--- src/hdl/sgas_pkg.sv ---
package sgas_pkg;

  localparam int MaxSteps = 16;
  localparam int IdxW = $clog2(MaxSteps);
  localparam int CntW = $clog2(MaxSteps + 1);

  localparam logic [1:0] PH_IDLE = 2'd0;
  localparam logic [1:0] PH_RUN = 2'd1;
  localparam logic [1:0] PH_LAND = 2'd2;

  localparam logic [7:0] IDX_ABORT = 8'hFE;
  localparam logic [7:0] IDX_IDLE = 8'hFF;

  localparam logic [1:0] KIND_TAKEOFF = 2'd0;
  localparam logic [1:0] KIND_DELAY = 2'd1;
  localparam logic [1:0] KIND_LAND = 2'd2;

  localparam logic [1:0] ACT_NONE = 2'd0;
  localparam logic [1:0] ACT_TAKEOFF = 2'd1;
  localparam logic [1:0] ACT_DELAY = 2'd2;
  localparam logic [1:0] ACT_LAND = 2'd3;

  localparam logic [2:0] OP_TICK = 3'd0;
  localparam logic [2:0] OP_CLEAR = 3'd1;
  localparam logic [2:0] OP_ADD = 3'd2;
  localparam logic [2:0] OP_START = 3'd3;
  localparam logic [2:0] OP_CANCEL = 3'd4;
  localparam logic [2:0] OP_ABORT = 3'd5;

  localparam logic [2:0] REG_CLIMB = 3'd0;
  localparam logic [2:0] REG_TOL = 3'd1;
  localparam logic [2:0] REG_TD_LEVEL = 3'd2;
  localparam logic [2:0] REG_TD_CONFIRM = 3'd3;
  localparam logic [2:0] REG_EXTRA = 3'd4;
  localparam logic [2:0] REG_ABORT_LAND = 3'd5;
  localparam logic [2:0] REG_RANGE_MAX = 3'd6;

  localparam logic [10:0] HEIGHT_MAX_MM = 11'd2000;

  typedef enum logic [2:0] {
    ST_IDLE,
    ST_READ,
    ST_EXEC,
    ST_DIV,
    ST_FIN,
    ST_LOAD,
    ST_ENTER,
    ST_OUT
  } state_t;

  typedef struct packed {
    logic [1:0] kind;
    logic [10:0] height;
    logic [19:0] time_ms;
    logic [19:0] timeout_ms;
  } step_t;

  typedef struct packed {
    logic start;
    logic [47:0] dividend;
    logic [19:0] divisor;
  } div_req_t;

  typedef struct packed {
    logic busy;
    logic [47:0] quotient;
  } div_rsp_t;

endpackage

--- src/hdl/sgas_div.sv ---
module sgas_div
  import sgas_pkg::*;
(
  input  logic     clk,
  input  logic     rst,
  input  div_req_t req,
  output div_rsp_t rsp
);

  logic [47:0] quo;
  logic [20:0] rem;
  logic [5:0] cnt;
  logic busy;
  logic [19:0] dvs;
  logic [20:0] trial;

  assign trial = {rem[19:0], quo[47]};

  always_ff @(posedge clk) begin
    if (rst) begin
      busy <= 1'b0;
      cnt <= '0;
    end else begin
      if (req.start) begin
        busy <= 1'b1;
        cnt <= 6'd47;
      end else if (busy) begin
        if (cnt == 6'd0) busy <= 1'b0;
        cnt <= cnt - 6'd1;
      end
    end
  end

  always_ff @(posedge clk) begin
    if (req.start) begin
      quo <= req.dividend;
      rem <= '0;
      dvs <= req.divisor;
    end else if (busy) begin
      if (trial >= {1'b0, dvs}) begin
        rem <= trial - {1'b0, dvs};
        quo <= {quo[46:0], 1'b1};
      end else begin
        rem <= trial;
        quo <= {quo[46:0], 1'b0};
      end
    end
  end

  assign rsp.busy = busy;
  assign rsp.quotient = quo;

endmodule

--- src/hdl/sensor_gated_altitude_step_sequencer_top.sv ---
// Each accepted input word passes through the READ, EXEC, DIV, FIN, LOAD and ENTER
// states before the result word is valid in OUT; a tick that ramps a takeoff or a
// landing also waits in DIV for the shared divider. One word at a time: s_tready is
// low from accept until the result word is taken, also through m_tready stalls.
// Reset (rst, synchronous): registers to their reset values, program empty.
module sensor_gated_altitude_step_sequencer_top
  import sgas_pkg::*;
(
  input  logic        clk,
  input  logic        rst,
  input  logic        s_tvalid,
  output logic        s_tready,
  // opcode[2:0], now_ms[34:3], range_mm[50:35], step_kind[52:51],
  // step_height_mm[63:53], step_time_ms[83:64], step_timeout_ms[103:84],
  // planner_stopped[104], zeros above
  input  logic [111:0] s_tdata,
  output logic        m_tvalid,
  input  logic        m_tready,
  // rejected[0], phase[2:1], step_index[10:3], active_kind[12:11],
  // height_setpoint_mm[28:13], phase_elapsed_ms[60:29], zeros above
  output logic [63:0] m_tdata,
  input  logic        cfg_we,
  input  logic [2:0]  cfg_index,
  input  logic [19:0] cfg_wdata
);

  logic [10:0] climb_speed;
  logic [11:0] tol;
  logic [11:0] td_level;
  logic [19:0] td_confirm;
  logic [19:0] extra_wait;
  logic [19:0] abort_land;
  logic [15:0] range_max;

  always_ff @(posedge clk) begin
    if (rst) begin
      climb_speed <= 11'd150;
      tol <= 12'd30;
      td_level <= 12'd80;
      td_confirm <= 20'd300;
      extra_wait <= 20'd5000;
      abort_land <= 20'd2000;
      range_max <= 16'd4000;
    end else if (cfg_we) begin
      case (cfg_index)
        REG_CLIMB: climb_speed <= cfg_wdata[10:0];
        REG_TOL: tol <= cfg_wdata[11:0];
        REG_TD_LEVEL: td_level <= cfg_wdata[11:0];
        REG_TD_CONFIRM: td_confirm <= cfg_wdata;
        REG_EXTRA: extra_wait <= cfg_wdata;
        REG_ABORT_LAND: abort_land <= cfg_wdata;
        REG_RANGE_MAX: range_max <= cfg_wdata[15:0];
        default: ;
      endcase
    end
  end

  // input word
  logic [2:0] op;
  logic [31:0] now;
  logic [15:0] range;
  step_t in_step;
  logic stopped;

  // table
  step_t table_mem [MaxSteps];
  step_t rd_entry;
  logic [IdxW-1:0] rd_addr;

  // sequencer state
  logic [CntW-1:0] step_total;
  logic [1:0] run_phase;
  logic [7:0] current_step;
  logic [1:0] current_kind;
  logic [15:0] height_setpoint;
  logic [15:0] ramp_origin;
  logic [10:0] ramp_goal;
  logic [31:0] phase_start;
  logic [19:0] active_hold;
  logic [19:0] active_limit;
  logic [31:0] qualify_start;
  logic qualifying;
  logic rej;
  logic [1:0] exec_kind;
  logic enter_pend;

  state_t state, state_next;
  div_req_t dreq;
  div_rsp_t drsp;

  sgas_div u_div (
    .clk(clk),
    .rst(rst),
    .req(dreq),
    .rsp(drsp)
  );

  assign s_tready = (state == ST_IDLE);
  assign m_tvalid = (state == ST_OUT);

  // table write for an accepted add, in EXEC once add_ok has validated it
  logic add_ok;
  always_comb begin
    add_ok = 1'b0;
    if (run_phase == PH_IDLE && step_total < CntW'(MaxSteps)) begin
      case (in_step.kind)
        KIND_TAKEOFF: add_ok = in_step.height != 11'd0 && in_step.height <= HEIGHT_MAX_MM &&
                               in_step.timeout_ms > in_step.time_ms;
        KIND_DELAY: add_ok = in_step.time_ms != 20'd0;
        KIND_LAND: add_ok = in_step.height <= HEIGHT_MAX_MM && in_step.time_ms != 20'd0;
        default: add_ok = 1'b0;
      endcase
    end
  end

  // next step index
  logic [7:0] nxt_idx;
  logic nxt_ok;
  assign nxt_idx = current_step + 8'd1;
  assign nxt_ok = ({1'b0, nxt_idx} < {{(9 - CntW){1'b0}}, step_total}) &&
                  (nxt_idx < 8'(MaxSteps));
  logic cur_ok;
  assign cur_ok = ({1'b0, current_step} < {{(9 - CntW){1'b0}}, step_total}) &&
                  (current_step < 8'(MaxSteps));

  // start reads the last stored step; everything else reads the current step
  always_comb begin
    rd_addr = current_step[IdxW-1:0];
    if (state == ST_READ && op == OP_START) rd_addr = IdxW'(step_total - CntW'(1));
  end

  always_ff @(posedge clk) begin
    if (state == ST_EXEC && op == OP_ADD && add_ok)
      table_mem[step_total[IdxW-1:0]] <= in_step;
    rd_entry <= table_mem[rd_addr];
  end

  always_comb begin
    state_next = state;
    case (state)
      ST_IDLE: if (s_tvalid) state_next = ST_READ;
      ST_READ: state_next = ST_EXEC;
      ST_EXEC: state_next = ST_DIV;
      ST_DIV: if (!dreq.start && !drsp.busy) state_next = ST_FIN;
      ST_FIN: state_next = ST_LOAD;
      ST_LOAD: state_next = ST_ENTER;
      ST_ENTER: state_next = ST_OUT;
      ST_OUT: if (m_tready) state_next = ST_IDLE;
      default: state_next = ST_IDLE;
    endcase
  end

  always_ff @(posedge clk) begin
    if (rst) state <= ST_IDLE;
    else state <= state_next;
  end

  always_ff @(posedge clk) begin
    if (s_tvalid && s_tready) begin
      op <= s_tdata[2:0];
      now <= s_tdata[34:3];
      range <= s_tdata[50:35];
      in_step.kind <= s_tdata[52:51];
      in_step.height <= s_tdata[63:53];
      in_step.time_ms <= s_tdata[83:64];
      in_step.timeout_ms <= s_tdata[103:84];
      stopped <= s_tdata[104];
    end
  end

  // ramp arithmetic
  logic [31:0] elapsed;
  assign elapsed = now - phase_start;
  logic [16:0] land_mag;
  logic land_down;
  assign land_down = {5'd0, ramp_goal} < ramp_origin;
  assign land_mag = land_down ? {1'b0, ramp_origin} - {6'd0, ramp_goal}
                              : {6'd0, ramp_goal} - {1'b0, ramp_origin};
  logic [42:0] climb_prod;
  assign climb_prod = elapsed * climb_speed;
  // landing divides only while elapsed < hold, so elapsed fits in 20 bits
  logic [36:0] land_mul;
  assign land_mul = elapsed[19:0] * land_mag;
  logic [47:0] land_prod;
  assign land_prod = {11'd0, land_mul};

  logic div_land;
  logic use_div;
  logic [47:0] q;
  assign q = drsp.quotient;

  logic [15:0] sp_calc;
  always_comb begin
    sp_calc = height_setpoint;
    if (div_land) begin
      if (land_down) sp_calc = ramp_origin - q[15:0];
      else sp_calc = ramp_origin + q[15:0];
    end else if ({5'd0, ramp_goal} >= ramp_origin) begin
      if ({32'd0, ramp_origin} + q > {37'd0, ramp_goal}) sp_calc = {5'd0, ramp_goal};
      else sp_calc = ramp_origin + q[15:0];
    end else begin
      if (q > {31'd0, land_mag}) sp_calc = {5'd0, ramp_goal};
      else sp_calc = ramp_origin - q[15:0];
    end
  end

  logic [16:0] tdiff;
  assign tdiff = ({1'b0, range} >= {6'd0, ramp_goal}) ? {1'b0, range} - {6'd0, ramp_goal}
                                                     : {6'd0, ramp_goal} - {1'b0, range};
  logic rvalid;
  assign rvalid = range <= range_max;

  always_comb begin
    use_div = 1'b0;
    div_land = 1'b0;
    if (op == OP_TICK) begin
      if (run_phase == PH_RUN && cur_ok && rd_entry.kind == KIND_TAKEOFF) use_div = 1'b1;
      if (run_phase == PH_LAND && active_hold != 20'd0 && elapsed < {12'd0, active_hold}) begin
        use_div = 1'b1;
        div_land = 1'b1;
      end
    end
  end

  always_comb begin
    dreq.start = 1'b0;
    dreq.dividend = {5'd0, climb_prod};
    dreq.divisor = 20'd1000;
    if (state == ST_EXEC && use_div) begin
      dreq.start = 1'b1;
      if (div_land) begin
        dreq.dividend = land_prod;
        dreq.divisor = active_hold;
      end
    end
  end

  always_ff @(posedge clk) begin
    if (rst) begin
      step_total <= '0;
      run_phase <= PH_IDLE;
      current_step <= IDX_IDLE;
      current_kind <= ACT_NONE;
      height_setpoint <= '0;
      ramp_origin <= '0;
      ramp_goal <= '0;
      phase_start <= '0;
      active_hold <= '0;
      active_limit <= '0;
      qualify_start <= '0;
      qualifying <= 1'b0;
      rej <= 1'b0;
      exec_kind <= KIND_TAKEOFF;
      enter_pend <= 1'b0;
    end else begin
      case (state)
        ST_READ: begin
          rej <= 1'b0;
        end
        ST_EXEC: begin
          exec_kind <= rd_entry.kind;
          case (op)
            OP_TICK: ;
            OP_CLEAR: begin
              if (run_phase != PH_IDLE) rej <= 1'b1;
              else step_total <= '0;
            end
            OP_ADD: begin
              if (add_ok) step_total <= step_total + CntW'(1);
              else rej <= 1'b1;
            end
            OP_START: begin
              // rd_entry holds the last stored step here
              if (run_phase != PH_IDLE || !stopped || step_total == '0 ||
                  rd_entry.kind != KIND_LAND)
                rej <= 1'b1;
              else begin
                height_setpoint <= range;
                current_step <= 8'd0;
                enter_pend <= 1'b1;
              end
            end
            OP_CANCEL: begin
              if (run_phase == PH_IDLE) rej <= 1'b1;
              else if (run_phase == PH_RUN) begin
                ramp_goal <= '0;
                active_hold <= abort_land;
                ramp_origin <= height_setpoint;
                phase_start <= now;
                qualifying <= 1'b0;
                current_step <= IDX_ABORT;
                current_kind <= ACT_LAND;
                run_phase <= PH_LAND;
              end
            end
            OP_ABORT: begin
              run_phase <= PH_IDLE;
              current_step <= IDX_IDLE;
              step_total <= '0;
            end
            default: rej <= 1'b1;
          endcase
        end
        ST_FIN: begin
          if (op == OP_TICK && run_phase == PH_RUN && cur_ok && exec_kind == KIND_TAKEOFF) begin
            height_setpoint <= sp_calc;
            if (rvalid && {4'd0, tdiff} <= {9'd0, tol} &&
                (qualifying ? (now - qualify_start) >= {12'd0, active_hold}
                            : active_hold == 20'd0)) begin
              qualifying <= 1'b1;
              if (!qualifying) qualify_start <= now;
              current_step <= nxt_idx;
              if (nxt_ok) enter_pend <= 1'b1;
              else begin
                run_phase <= PH_IDLE;
                current_step <= IDX_IDLE;
                step_total <= '0;
              end
            end else begin
              if (rvalid && {4'd0, tdiff} <= {9'd0, tol}) begin
                qualifying <= 1'b1;
                if (!qualifying) qualify_start <= now;
              end else qualifying <= 1'b0;
              if (elapsed >= {12'd0, active_limit}) begin
                ramp_goal <= '0;
                active_hold <= abort_land;
                ramp_origin <= sp_calc;
                phase_start <= now;
                qualifying <= 1'b0;
                current_step <= IDX_ABORT;
                current_kind <= ACT_LAND;
                run_phase <= PH_LAND;
              end
            end
          end
          if (op == OP_TICK && run_phase == PH_RUN && cur_ok && exec_kind == KIND_DELAY) begin
            height_setpoint <= ramp_origin;
            if (elapsed >= {12'd0, active_hold}) begin
              current_step <= nxt_idx;
              if (nxt_ok) enter_pend <= 1'b1;
              else begin
                run_phase <= PH_IDLE;
                current_step <= IDX_IDLE;
                step_total <= '0;
              end
            end
          end
          if (op == OP_TICK && run_phase == PH_LAND) begin
            if (div_land) height_setpoint <= sp_calc;
            else height_setpoint <= {5'd0, ramp_goal};
            if (rvalid && range <= {4'd0, td_level}) begin
              qualifying <= 1'b1;
              if (!qualifying) qualify_start <= now;
              if ((qualifying ? now - qualify_start : 32'd0) >= {12'd0, td_confirm}) begin
                run_phase <= PH_IDLE;
                current_step <= IDX_IDLE;
                step_total <= '0;
              end
            end else qualifying <= 1'b0;
            if ({1'b0, elapsed} >= {13'd0, active_hold} + {13'd0, extra_wait}) begin
              run_phase <= PH_IDLE;
              current_step <= IDX_IDLE;
              step_total <= '0;
            end
          end
        end
        ST_ENTER: begin
          // rd_entry holds the step at current_step, read during LOAD
          if (enter_pend) begin
            enter_pend <= 1'b0;
            case (rd_entry.kind)
              KIND_TAKEOFF: begin
                ramp_goal <= rd_entry.height;
                active_hold <= rd_entry.time_ms;
                active_limit <= rd_entry.timeout_ms;
                ramp_origin <= height_setpoint;
                phase_start <= now;
                qualifying <= 1'b0;
                current_kind <= ACT_TAKEOFF;
                run_phase <= PH_RUN;
              end
              KIND_DELAY: begin
                ramp_origin <= height_setpoint;
                phase_start <= now;
                active_hold <= rd_entry.time_ms;
                current_kind <= ACT_DELAY;
                run_phase <= PH_RUN;
              end
              KIND_LAND: begin
                ramp_goal <= rd_entry.height;
                active_hold <= rd_entry.time_ms;
                ramp_origin <= height_setpoint;
                phase_start <= now;
                qualifying <= 1'b0;
                current_kind <= ACT_LAND;
                run_phase <= PH_LAND;
              end
              default: begin
                run_phase <= PH_IDLE;
                current_step <= IDX_IDLE;
                step_total <= '0;
              end
            endcase
          end
        end
        default: ;
      endcase
    end
  end

  logic [31:0] elapsed_out;
  assign elapsed_out = (run_phase == PH_IDLE) ? 32'd0 : now - phase_start;

  assign m_tdata = {3'd0, elapsed_out, height_setpoint, current_kind, current_step,
                    run_phase, rej};

endmodule

--- config.mk ---
export PLATFORM = sky130hd
export DESIGN_NAME = sensor_gated_altitude_step_sequencer_top
export DESIGN_NICKNAME = d
export VERILOG_FILES = /design/src/hdl/sgas_pkg.sv /design/src/hdl/sgas_div.sv /design/src/hdl/sensor_gated_altitude_step_sequencer_top.sv
export SDC_FILE = /design/constraint.sdc
export NUM_CORES = 2
export LEC_CHECK = 0
export BUFFER_PORTS_ARGS = -buffer_cell sky130_fd_sc_hd__clkbuf_2
export CORE_MARGIN = 8
export CORE_UTILIZATION = 40
export DETAILED_ROUTE_END_ITERATION = 10
export PLACE_DENSITY = 0.58
export REMOVE_ABC_BUFFERS = 1
export SLEW_MARGIN = 20
export SYNTH_ARGS = -nofsm -noshare
export SYNTH_HDL_FRONTEND = slang
export SYNTH_SLANG_ARGS = --single-unit
--- constraint.sdc ---
create_clock -name clk -period 10.4 [get_ports clk]
set_clock_uncertainty 0.05 [all_clocks]
set_input_delay 2.08 -clock clk [delete_from_list [all_inputs] [get_ports clk]]
set_output_delay 2.08 -clock clk [all_outputs]
set_load 0.02 [all_outputs]
* Yosys cells after proc, flatten, opt, wreduce, memory -nomap -nowiden
Memory sizes are Yosys's and may differ from the RTL's. A register that Yosys moved wholly into a read port is not among the register bits.
Index checks and enable logic that the tools add are counted.
** Word-level totals
- Word-level logic and storage cells :: 378
- Bits in writable memories :: 848
- Memories kept :: 1
- Input port bits :: 140
- Flip-flop bits (word level) :: 483
- Output and inout port bits :: 66
** Cells by class
- Order comparisons :: 22
- Multiplexer cells :: 171
- Eq/ne operators :: 57
- Reduce and logical (&&, ||, !) cells :: 73
- $mul :: 2
- Add/sub/neg operators :: 15
** Memories
- table_mem :: words 16, bits a word 53, read ports 1, clocked after memory_dff 1, write ports 1, line sensor_gated_altitude_step_sequencer_top.sv:66 : step_t table_mem [MaxSteps];
** Operator list (count)
- two-way mux 32 bit :: 17
- two-way mux 16 bit :: 19
- two-way mux 20 bit :: 9
- greater-or-equal comparator 32 x 20 -> 1 bit :: 4
- two-way mux 8 bit :: 15
- two-way mux 48 bit :: 2
- case mux 32 bit (3 select lines) :: 1
- two-way mux 11 bit :: 8
- two-way mux 5 bit :: 14
- two-way mux 69 bit :: 1
- subtractor 32 bit :: 2
- two-way mux 63 bit :: 1
- case mux 20 bit (3 select lines) :: 1
- adder 16 x 48 -> 48 bit :: 1
- > comparator 48 x 11 -> 1 bit :: 1
- > comparator 48 x 17 -> 1 bit :: 1
- case mux 16 bit (3 select lines) :: 1
- case mux 8 bit (3 select lines) :: 2
- multiplier 32 x 11 -> 43 bit :: 1
- two-way mux 2 bit :: 21
- nonzero test 20 bit :: 2
- multiplier 20 x 17 -> 37 bit :: 1
- two-way mux 1 bit :: 36
- two-way mux 17 bit :: 2
- other kinds (68) :: 177

* Depth between registers and ports, before layout
- Word-level depth :: 15
- Mapped depth :: 42
- Gate-level depth less buffers :: 39

* By module
A second synthesis with hierarchy kept.
** Unflattened totals
- Cells, all modules :: 9517
- Area, all modules :: 91898.1 µm²
** By module, submodules not included
- sensor_gated_altitude_step_sequencer_top :: area each 86726.9 µm², cells an instance 9065, times used 1
- sgas_div :: area each 5171.2 µm², cells an instance 452, times used 1

* Worst setup path before layout
Ideal clock, no wire load.
- Kind :: register -> register
- Start point :: register ramp_origin[1]
- End point :: register u_div.quo[35] (data pin)
- Path slack :: 0.574 ns
- Data required time :: 10.080 ns
- Path buffers :: 2
- Arrival time :: 9.506 ns
- Clock period less this slack :: 9.826 ns
- Stages on the path, launching flop included :: 38
- Path through :: dfxtp_1 -> inv_1 -> ha_1 -> nor2b_1 -> o211ai_1 -> and3b_1 -> o21a_1 -> nor2_1 -> buf_2 -> mux2_2 -> a21oi_1 -> o211a_1 -> o21a_1 -> o21ai_0 -> xnor2_1 -> inv_1 -> buf_2 -> nor2_1 -> [... 2 more ...] -> fa_1 -> fa_1 -> fa_1 -> inv_1 -> fa_1 -> inv_1 -> ha_1 -> and3_1 -> and3_1 -> nand3_1 -> a41oi_1 -> a211oi_1 -> o21ai_0 -> o41a_1 -> a21o_1 -> a21oi_1 -> xor2_1 -> a21oi_1
** Between the ends
- Cells in the longest elaborated chain, start to end :: 6
** RTL lines
- start: declaration :: line sensor_gated_altitude_step_sequencer_top.sv:76 : logic [15:0] ramp_origin;
- start signal: assignment :: line sensor_gated_altitude_step_sequencer_top.sv:288 : ramp_origin <= height_setpoint;
- start signal: assignment :: line sensor_gated_altitude_step_sequencer_top.sv:327 : ramp_origin <= sp_calc;
- start signal: assignment :: line sensor_gated_altitude_step_sequencer_top.sv:376 : ramp_origin <= height_setpoint;
- subtractor 11 x 16 -> 17 bit, or another cell as far along :: line sensor_gated_altitude_step_sequencer_top.sv:178 : : {6'd0, ramp_goal} - {1'b0, ramp_origin};
- two-way mux 17 bit * :: line sensor_gated_altitude_step_sequencer_top.sv:177 : assign land_mag = land_down ? {1'b0, ramp_origin} - {6'd0, ramp_goal}
- multiplier 20 x 17 -> 37 bit * :: line sensor_gated_altitude_step_sequencer_top.sv:183 : assign land_mul = elapsed[19:0] * land_mag;
- two-way mux 63 bit * :: line sensor_gated_altitude_step_sequencer_top.sv:231 : if (div_land) begin
- two-way mux 69 bit * :: line sensor_gated_altitude_step_sequencer_top.sv:229 : if (state == ST_EXEC && use_div) begin
- two-way mux 48 bit * :: line sgas_div.sv:35 : if (req.start) begin
- end signal: assignment :: line sgas_div.sv:36 : quo <= req.dividend;
- end signal: assignment :: line sgas_div.sv:42 : quo <= {quo[46:0], 1'b1};
- end signal: assignment :: line sgas_div.sv:45 : quo <= {quo[46:0], 1'b0};
- end: declaration :: line sgas_div.sv:10 : logic [47:0] quo;
Every way passes the cells marked *; elsewhere a longest branch is shown, timed or not.
A chain may end at the register's enable or synchronous reset.

* Final worst setup path
- Start point :: register ramp_origin[2]
- End point :: register u_div.quo[35] (data pin)
The elaborated chain is that of the path after synthesis.

==> flow_summary.yaml <==
clock_tree:
  clock_sinks: 1384
  clk_latency_ps: 840
  cts_buffers: 151
  cts_tree: "yes"
  cts_buffer_depth: 3
  cts_max_level: 4
  postCtsHoldBufs: 0
  cts_root_buf: "clkbuf_16"
  path_clk_slew_ps: 60
floorplan:
  die_area_um2: 239400
  coreArea_um2: 222500
  placementRows: 173
  die_w_um: 489.2
  pin_count: 206
  die_y_um: 489.2
  start_util_pct: 40.26
global_routing:
  grt_max_degree: 126
  grt_pass1_vias: 65200
  grt_util_all_layers_pct: 22.32
  grt_pass1_wl_um: 407400
  antenna_found_initial: 10
  grt_overflow: 0
detailed_routing:
  drcViolationCount: 0
  vias_per_cell: 5.546
  drtPass1Iterations: 7
  vias: 64150
  drtIter0Drc: 5385
  antenna_left: 0
  wl_per_cell_um: 23.67
  wl_um: 273800
sta:
  fmax_mhz: 100.0
  setup_viol: 0
  min_period_ps: 9997
  fin_crit_sh_pct: 96.13
  hold_violations: 0
  finalMaxSlewViolations: 0
  max_slew_margin_pct: 21.09
  holdWs_ps: 386.4
  worst_pin_slew_ps: 1165
worst_setup_path:
  start_kind: "flop"
  worst_path_most_repeated_cell: "fa_1"
  worst-path-buf-inv: 10
  critPathTopFamily: "adder cells"
  cp.required_ps: 10920
  slowest_stage: "fa_1"
  end_kind: "flop"
  critPathMaxFanout: 36
  path_class: "reg2reg"
  max_stage_delay_ps: 560
  cp.arrival_ps: 10510
logic_synthesis:
  yosysWarnings: 0
  synth.area.top_cells: "edfxtp_1 (34%), fa_1 (12%), dfxtp_1 (8.1%)"
  yosys-top-cells-count: "edfxtp_1 (1,021), nand2_1 (939), inv_1 (931), nor2_1 (624), ha_1 (578)"
  avgSynthCellArea_um2: 10.85
  yosys.area.top_type: "edfxtp_1"
  synth_cell_types: 105
  ys_seq_area_share_pct: 42.34
  yosysMostFrequentCell: "edfxtp_1"
  synth_seq_cells: 1384
  syn_inst: 8259
  netlist_area_um2: 89580
  ys.flop_type: "edfxtp_1"
  yosysTopAreaCellShare_pct: 34.22
  synthArstFlopShare_pct: 0
  synth_edf_count: 1021
cells_and_area:
  final_util_pct: 45.06
  final_layout_size_suffix_gt1_share_pct: 11.56
  finish.instance_area_um2: 100300
  synthToLayoutAreaGrowth_pct: 11.93
  fin_nets: 9725
place:
  gp_congestion: 0.9449
  hpwl_um: 197200
  io_buffers: 195
  dpl_cell_area_um2: 94890
status:
  status: "complete, no violations"
flow_run:
  cap_violations: 0
hold_path:
  hold_path.class: "reg2reg"
==> routing by layer <==
metal	GRT usage [%]	up-vias	routed length, µm
met3	3.462	491	17010
met1	28.77	32320	113400
met5	0	-	13
met4	9.391	2	12240
met2	37.57	2158	131100
li1	-	29180	-
==> final cells by class <==
class / instances / area (µm²)
clock inverters: 87 / 1176
multi-input cells: 5554 / 46900
well taps: 2975 / 3722
flip-flops and latches: 1384 / 37930
inverters: 940 / 3530
fillers: 20770 / 122300
repair buffers: 428 / 2890
clock buffers: 195 / 4118
diodes: 3 / 7.507
==> registers in the layout (all words and copies together) (netlist names), 20 cells and up <==
name	count
abort_land	20
active_hold	20
active_limit	20
extra_wait	20
in_step	53
now	32
phase_start	32
qualify_start	32
rd_entry	53
table_mem	848
td_confirm	20
u_div.dvs	20
u_div.quo	48
u_div.rem	20
==> tightest hold or removal path, stage by stage (launching register included) <==
cell	delay, ps
dfxtp_1	300
nand2_1	50
a21oi_1	50
==> final timing paths <==
| path | from | cells after the start | slack (ps) | to |
|---|---|---|---|---|
| setup / recovery | ramp_origin[2] | 37 | 400 | u_div.quo[35] |
| hold / removal | rd_entry[18] | 2 | 390 | active_limit[18] |
| setup reg to reg | ramp_origin[2] | 37 | 400 | u_div.quo[35] |
| hold reg to reg | rd_entry[18] | 2 | 390 | active_limit[18] |
==> layout by cell type, fill, tap and decap left out, drive strengths merged, types with 233 or more instances in the layout <==
cell and n:
o21ai 250, fa 548, buf 233, a21oi 546, clkbuf 390, edfxtp 1021
nand2 939, ha 578, inv 940, dfxtp 363, nor2 626
==> stage by stage <==
stage | setup TNS, ps | setup slack [ps] | cells
after floorplan | -481730 | -8936 | 7877
after global placement | 0 | 320.2 | 11270
after detailed placement | 0 | 271.1 | 11270
after CTS | 0 | 218.3 | 11560
after global routing | -19.89 | -19.89 | 11570
final | 0 | 402.8 | 11570
==> cells by family (layout without fill, tap and decap cells) <==
kind of cell,after synthesis,in the layout,share of synthesized area [%]
other,1,6,0.004186
AO/OA/AOI/OAI,1459,1459,10.49
XOR/XNOR,206,206,2.014
multiplexers,341,341,6.792
flip-flops,1384,1384,42.34
adder cells (fa/ha/maj),1126,1126,20.32
buffers and inverters,1324,1650,5.673
AND/OR/NAND/NOR,2418,2419,12.37
==> what timing repair did <==
item / CTS / global route
endpoints found under the setup margin: 0 / 5
resized for setup: 0 / 8
setup buffers: 0 / 6
Power is not shown: default switching activity piles up to over one toggle a cycle in this logic, so the estimate is an artifact.
